## config.mk

```make
export PLATFORM = sky130hd
export DESIGN_NAME = pcf_queue
export DESIGN_NICKNAME = d
export VERILOG_FILES = /design/src/rtl/core/assert_macros.svh /design/src/rtl/core/pcf_pkg.sv /design/src/rtl/core/pcf_queue.sv
export SDC_FILE = /design/constraint.sdc
export NUM_CORES = 1
export LEC_CHECK = 0
export BUFFER_PORTS_ARGS = -buffer_cell sky130_fd_sc_hd__buf_2
export CAP_MARGIN = 30
export CORE_MARGIN = 1
export CORE_UTILIZATION = 35
export CTS_CLUSTER_SIZE = 28
export DETAILED_ROUTE_END_ITERATION = 7
export GPL_TIMING_DRIVEN = 0
export PLACE_DENSITY_LB_ADDON = 0.25
export SLEW_MARGIN = 40
export SYNTH_ARGS = -nofsm -noshare
export SYNTH_HDL_FRONTEND = slang
export SYNTH_SLANG_ARGS = --single-unit
```

## constraint.sdc

```tcl
create_clock -name clk -period 8.8 [get_ports clk]
set_input_delay 1.32 -clock clk [delete_from_list [all_inputs] [get_ports clk]]
set_output_delay 1.32 -clock clk [all_outputs]
set_load 0.1 [all_outputs]
```

## src/rtl/core/assert_macros.svh

```systemverilog
// Assertion macros shared by the filter RTL.
// Needs a clock named clk and an active-low reset named arst_n in scope.
`ifndef ASSERT_MACROS_SVH
`define ASSERT_MACROS_SVH

// Checked at every rising edge while reset is released.
`define PCF_ASSERT(label, prop, msg) \
	label: assert property (@(posedge clk) disable iff (!arst_n) (prop)) else $error(msg);

// Checked at every rising edge, during reset as well.
`define PCF_ASSERT_ALWAYS(label, prop, msg) \
	label: assert property (@(posedge clk) (prop)) else $error(msg);

`endif

```

## src/rtl/core/pcf_pkg.sv

```systemverilog
// Package of the periodic pair cutoff filter: payload structs, request codes,
// configuration indices and sizing constants. No dependencies.
`default_nettype none

package pcf_pkg;

	localparam int BEAD_W    = 10;
	localparam int MAX_BEADS = 1024;
	localparam int SLOT_W    = 16;
	localparam logic [SLOT_W-1:0] SLOT_CAP = 16'hFFFF;
	localparam int QUEUE_DEPTH = 4;
	localparam int OUT_DEPTH   = 8;

	localparam logic [1:0] REQ_LOAD_POS   = 2'd0;
	localparam logic [1:0] REQ_LOAD_SIGMA = 2'd1;
	localparam logic [1:0] REQ_TEST_ATTR  = 2'd2;
	localparam logic [1:0] REQ_TEST_REP   = 2'd3;

	localparam logic CFG_BOX_LENGTH = 1'b0;
	localparam logic CFG_INV_BOX    = 1'b1;

	typedef struct packed {
		logic [1:0]        req_type;
		logic [BEAD_W-1:0] bead_a;
		logic [BEAD_W-1:0] bead_b;
		logic [1:0]        type_a;
		logic [1:0]        type_b;
		logic signed [31:0] coord_x;
		logic signed [31:0] coord_y;
		logic signed [31:0] coord_z;
		logic [30:0]       ref_dist;
		logic              new_pass;
	} request_t;

	typedef struct packed {
		logic              kept;
		logic              list_kind;
		logic [SLOT_W-1:0] slot;
		logic [BEAD_W-1:0] pair_bead_a;
		logic [BEAD_W-1:0] pair_bead_b;
		logic [1:0]        pair_type_a;
		logic [1:0]        pair_type_b;
		logic [30:0]       pair_ref_dist;
		logic              list_full;
	} result_t;

	typedef struct packed {
		logic [BEAD_W-1:0] bead_a;
		logic [BEAD_W-1:0] bead_b;
		logic [1:0]        type_a;
		logic [1:0]        type_b;
		logic [30:0]       ref_dist;
		logic              rep;
		logic              new_pass;
	} pair_meta_t;

	typedef struct packed {
		pair_meta_t         meta;
		logic [30:0]        cut_ref;
		logic signed [32:0] dx;
		logic signed [32:0] dy;
		logic signed [32:0] dz;
	} pair_item_t;

endpackage

`default_nettype wire

```

## src/rtl/core/pcf_queue.sv

```systemverilog
// Short queue of pair tests between the front end and the back end.
// Uses pcf_pkg.
`default_nettype none

module pcf_queue (
	input  wire logic                clk,
	input  wire logic                arst_n,
	input  wire logic                wr,
	input  wire pcf_pkg::pair_item_t wr_data,
	output logic                     full,
	input  wire logic                rd,
	output pcf_pkg::pair_item_t      rd_data,
	output logic                     empty
);
	import pcf_pkg::*;

	localparam int PW = $clog2(QUEUE_DEPTH);

	pair_item_t    mem_q [QUEUE_DEPTH];
	logic [PW-1:0] wr_ptr_q, rd_ptr_q;
	logic [PW:0]   cnt_q;

	assign full    = cnt_q == (PW+1)'(QUEUE_DEPTH);
	assign empty   = cnt_q == '0;
	assign rd_data = mem_q[rd_ptr_q];

	always_ff @(posedge clk) begin
		if (wr && !full) begin
			mem_q[wr_ptr_q] <= wr_data;
		end
	end

	always_ff @(posedge clk or negedge arst_n) begin
		if (!arst_n) begin
			wr_ptr_q <= '0;
			rd_ptr_q <= '0;
			cnt_q    <= '0;
		end else begin
			if (wr && !full) begin
				wr_ptr_q <= wr_ptr_q + 1'b1;
			end
			if (rd && !empty) begin
				rd_ptr_q <= rd_ptr_q + 1'b1;
			end
			cnt_q <= cnt_q + (PW+1)'(wr && !full) - (PW+1)'(rd && !empty);
		end
	end

endmodule

`default_nettype wire

```

==> metrics.cfg, run 1 <==
[run_status]
outcome=finished clean

[synthesis]
ys.flop_type=edfxtp_1
synth_cell_type_count=20
synth_edf_count=748
syn_area_per_cell_um2=26.9
synth_area_um2=27400
syn_nets=1216
syn_inst=1018
synth_area_leaders=edfxtp_1, mux4_2, dfrtp_1
ys_ff_latch=755
yosysSeqAreaShare_pct=82.5
synthArstFlopShare_pct=0.927
synth_warnings=0
yosys.area.top_type=edfxtp_1
synth_top_cell_area_share_pct=81.9

[layout]
final_common_cell=edfxtp_1
multi_input_area_um2=4490
seq_area_um2=22600
fin_util_pct=43.6
final_area_um2=33800
num-fill-cells=6701
finalNetCount=1707
drive_gt1_share_pct=47.3
syn2layout_area_growth_pct=23.1
final_cell_mix=edfxtp_1, buf_2, mux4_2

[sta]
hold_violations=0
slew_violations=0
fmax_mhz=250
timing.slew.headroom_pct=46.1
period_share_pct=45.5
fin_crit_ps=4010
rsz0062_at_grt=no
finalSetupViolCount=0
worstMarginPinSlew_ps=808
skew_ps=13.3

[grt]
grt_pass1_vias=13340
grt_pass1_wl_mm=84.5
grt_usage_pct=14.5
grt_antenna_before_repair=17
grt_max_degree=28
grt-ovfl-total=0

[setup_path]
end_kind=output pin
cp-start-kind=flip-flop
r2r_cells=5
cp_max_fo=10
crit_start=rd_ptr_q[1]
cp.arrival_ps=2690
timing.rr.start=cnt_q[2]
rr_endpoint=mem_q[1][108]
r2r_setup_slack_ps=6410
worstSetupPathType=reg -> out
crit_end=rd_data[126]
required_ps=7480

[cts]
cts_setup_buffers=0
cts_tree=yes
clk_latency_ps=600
cts.root.buffer_cell=clkbuf_16
cts_made_buffers=80
ctsHoldBuffers=0
clock_path_buffers=3
cts_resized=0
htreeDepth=3
cts.reportedPaths.clkPinSlew_ps=60
cts_num_sinks=755

[drt]
routed_via_density=4.77
ant_nets=0
drc=0
wirelength_mm=57.4
firstDrtPassIters=5
drtIter0Drc=631
vias=12447
drt-wirelength-per-cell_um=22.0

[floorplan]
ios=380
die_h_um=282
rows=102
coreArea_um2=77500
die_w_um=282
dieArea_um2=79500
initial_utilization_pct=35.4

[placement]
hpwl_mm=38.2
gp_congestion=0.697
post_dp_cell_area_um2=31300
port_buffers=379

[run]
drv_cap=0

[worst_hold_path]
hold_path.class=in -> async

## routing by layer
metal / global-route usage [%] / routed length (um) / vias up
met4: 4.60 / 1490 / 28
met3: 5.63 / 4860 / 124
met2: 23.7 / 28300 / 340
li1: - / - / 5441
met1: 17.6 / 22600 / 6514
met5: 0 / 161 / -
## area by class of cell
| type | count | share of cell area [%] |
|---|---|---|
| Inverter | 6 | 0.0667 |
| Clock inverter | 44 | 1.22 |
| Timing Repair Buffer | 409 | 7.46 |
| Sequential cell | 755 | 67.0 |
| Multi-Input combinational cell | 215 | 13.3 |
| Clock buffer | 97 | 6.18 |
| Antenna cell | 2 | 0.0148 |
| Buffer | 42 | 0.867 |
| Tap cell | 1040 | 3.85 |
## cells in the mapped netlist (2+ instances only)
cell	instances
mux4_2	187
o211ai_1	2
clkbuf_1	6
xnor2_1	4
and3b_1	3
nand2b_1	4
inv_1	6
dfrtp_1	7
ha_1	6
edfxtp_1	748
buf_2	22
buf_6	14
or4bb_1	2
## kinds of logic (layout without fill, tap and decap cells)
| logic type | after synthesis | count (layout) | share of synthesized area (%) |
|---|---|---|---|
| XOR/XNOR | 4 | 4 | 0.128 |
| flip-flops | 755 | 755 | 82.5 |
| multiplexers | 187 | 187 | 15.4 |
| buffers and inverters | 48 | 598 | 1.14 |
| other | 0 | 2 | 0 |
| AND/OR/NAND/NOR | 13 | 13 | 0.365 |
| AO/OA/AOI/OAI | 4 | 4 | 0.114 |
| adder cells (fa/ha/maj) | 7 | 7 | 0.347 |
## per-stage QoR
step	hold WS [ps]	instances	setup TNS [ps]	worst slack [ps]
after global routing	507	2609	0	4580
after detailed placement	593	2467	0	5330
final	535	2610	0	4790
after floorplan	535	1018	0	2460
after CTS	478	2608	0	4650
after global placement	571	2437	-947870	-1750
## worst min-delay path by stage
stage / end / depth (start not counted) / slack (ps) / start
3_3_place_gp: wr_ptr_q[1] / 2 / 570 / wr_ptr_q[1]
4_1_cts: rd_ptr_q[0] / 1 / 480 / arst_n
5_1_grt: rd_ptr_q[0] / 1 / 510 / arst_n
3_5_place_dp: wr_ptr_q[1] / 2 / 590 / wr_ptr_q[1]
2_1_floorplan: wr_ptr_q[1] / 2 / 540 / wr_ptr_q[1]
6_report: rd_ptr_q[0] / 1 / 530 / arst_n
## state kept, by name (all words and copies together) (netlist names)
register  count
cnt_q         3
mem_q       748
wr_ptr_q      2
rd_ptr_q      2
## critical path, stage by stage, from the launching register on
cell and delay [ps]:
dfrtp_1 320, buf_2 230, buf_2 410, buf_2 390, mux4_2 250, buf_2 450
Power of run 1 is left out: the tool's default activity adds up to more than one toggle a clock period on the data nets, which glitch-free logic cannot reach.
==> run 2: changes to the inputs <==
==> constraint.sdc (replaced) <==
create_clock -name clk -period 3.4 [get_ports clk]
set_input_delay 0.51 -clock clk [delete_from_list [all_inputs] [get_ports clk]]
set_output_delay 0.51 -clock clk [all_outputs]
set_load 0.1 [all_outputs]
==> metrics.cfg, run 2 (same netlist as run 1, synthesis figures left out) <==
[setup_path]
crit_path_frequent_cell=buf_2
cp.arrival_ps=2700
max_stage_delay_ps=460
cp-start-kind=flip-flop
crit_start=rd_ptr_q[1]
cp_cell_sequence=buf_2 > buf_2 > buf_2 > mux4_2 > buf_2
timing.rr.start=cnt_q[2]
required_ps=2890
cpMaxStageDelayCell=buf_2
cp_max_fo=10
worstSetupPathType=reg -> out
end_kind=output pin
r2r_cells=6

[placement]
gp_congestion=0.673
detailedPlace.worstSlack_ps=699
hpwl_mm=38.2
port_buffers=379
post_dp_cell_area_um2=31300

[floorplan]
dieArea_um2=79500
ios=380
coreArea_um2=77500
die_h_um=282
rows=102
initial_utilization_pct=35.4
die_w_um=282

[grt]
use_met2_pct=24.4
grt-ovfl-total=0
grt_usage_pct=14.4
grt_pass1_wl_mm=83.6
grt_most_used_layer=met2
use_met3_pct=5.02
grt_antenna_before_repair=13
grt_max_degree=29
grt_use_met1_pct=17.2
grt_pass1_vias=13227

[worst_hold_path]
holdPathStages=1
hp-start=wr_data[31]
hold_path.class=in -> reg

[layout]
fin_util_pct=43.6
largest_reg_flops=748
top_register=mem_q
final_common_cell=edfxtp_1
top_regs=mem_q (748), cnt_q (3)
finalNetCount=1710
final_cell_mix=edfxtp_1, buf_2, mux4_2
drive_gt1_share_pct=47.4
multi_input_area_um2=4500
final_area_um2=33800
syn2layout_area_growth_pct=23.2
seq_area_um2=22600
num-fill-cells=6679

[cts]
cts_made_buffers=80
htreeDepth=3
cts_num_sinks=755
clk_latency_ps=620
cts.root.buffer_cell=clkbuf_16
clock_path_buffers=3
cts_tree=yes
cts.reportedPaths.clkPinSlew_ps=60

[sta]
period_share_pct=94.3
worstMarginPinSlew_ps=775
fin_crit_ps=3210
setup_ws_ps=195
fin_hold_ws_ps=100
finalSetupViolCount=0
fmax_mhz=312
skew_ps=22.6
rsz0062_at_grt=no
timing.slew.headroom_pct=48.3
slew_violations=0
hold_violations=0

[run_status]
outcome=finished clean

[drt]
drtIter0Drc=701
drt-wirelength-per-cell_um=22.0
routed_via_density=4.72
wirelength_mm=57.4
ant_nets=0
vias=12331
firstDrtPassIters=4
drc=0

[run]
drv_cap=0

==> run 2: through the flow <==
step | setup TNS (ps) | std cells
6_report | 0 | 2612
5_1_grt | 0 | 2611
4_1_cts | 0 | 2611
3_5_place_dp | 0 | 2469
3_3_place_gp | -1605840 | 2437
2_1_floorplan | -115470 | 1018
==> run 2: worst max-delay path: cells and delay by family, from the launching register on <==
kind,cells,cell delay (ps)
buf+inv,4,1490
flops,1,310
mux,1,260
==> run 2: cell type report <==
class / count / area share [%]
clock inverters: 38 / 0.934
plain buffers: 42 / 0.863
clock buffers: 103 / 6.31
diodes: 1 / 0.00741
flip-flops and latches: 755 / 67.0
well taps: 1040 / 3.85
multi-input cells: 215 / 13.3
repair buffers: 412 / 7.62
inverters: 6 / 0.0667
==> run 2: final timing paths <==
kind | endpoint | slack [ps]
max in group asynchronous | wr_ptr_q[0] | 2940
min | mem_q[0][31] | 100
min reg2reg | wr_ptr_q[1] | 600
max | rd_data[63] | 190
min in group asynchronous | rd_ptr_q[0] | 300
max reg2reg | mem_q[3][86] | 930
==> run 2: timing repair <==
item	CTS	global route
hold endpoints to repair	7	0
hold buffers	1	0
setup endpoints to repair	0	1
gates resized for setup	0	1
buffers inserted	0	0
==> run 2: layer usage <==
metal / share of wire (%) / up-vias
met2: 51 / 327
met4: 2.4 / 24
met1: 39 / 6423
met5: 0.26 / -
met3: 7.7 / 117
li1: - / 5440
Power of run 2 is left out for the same reason.
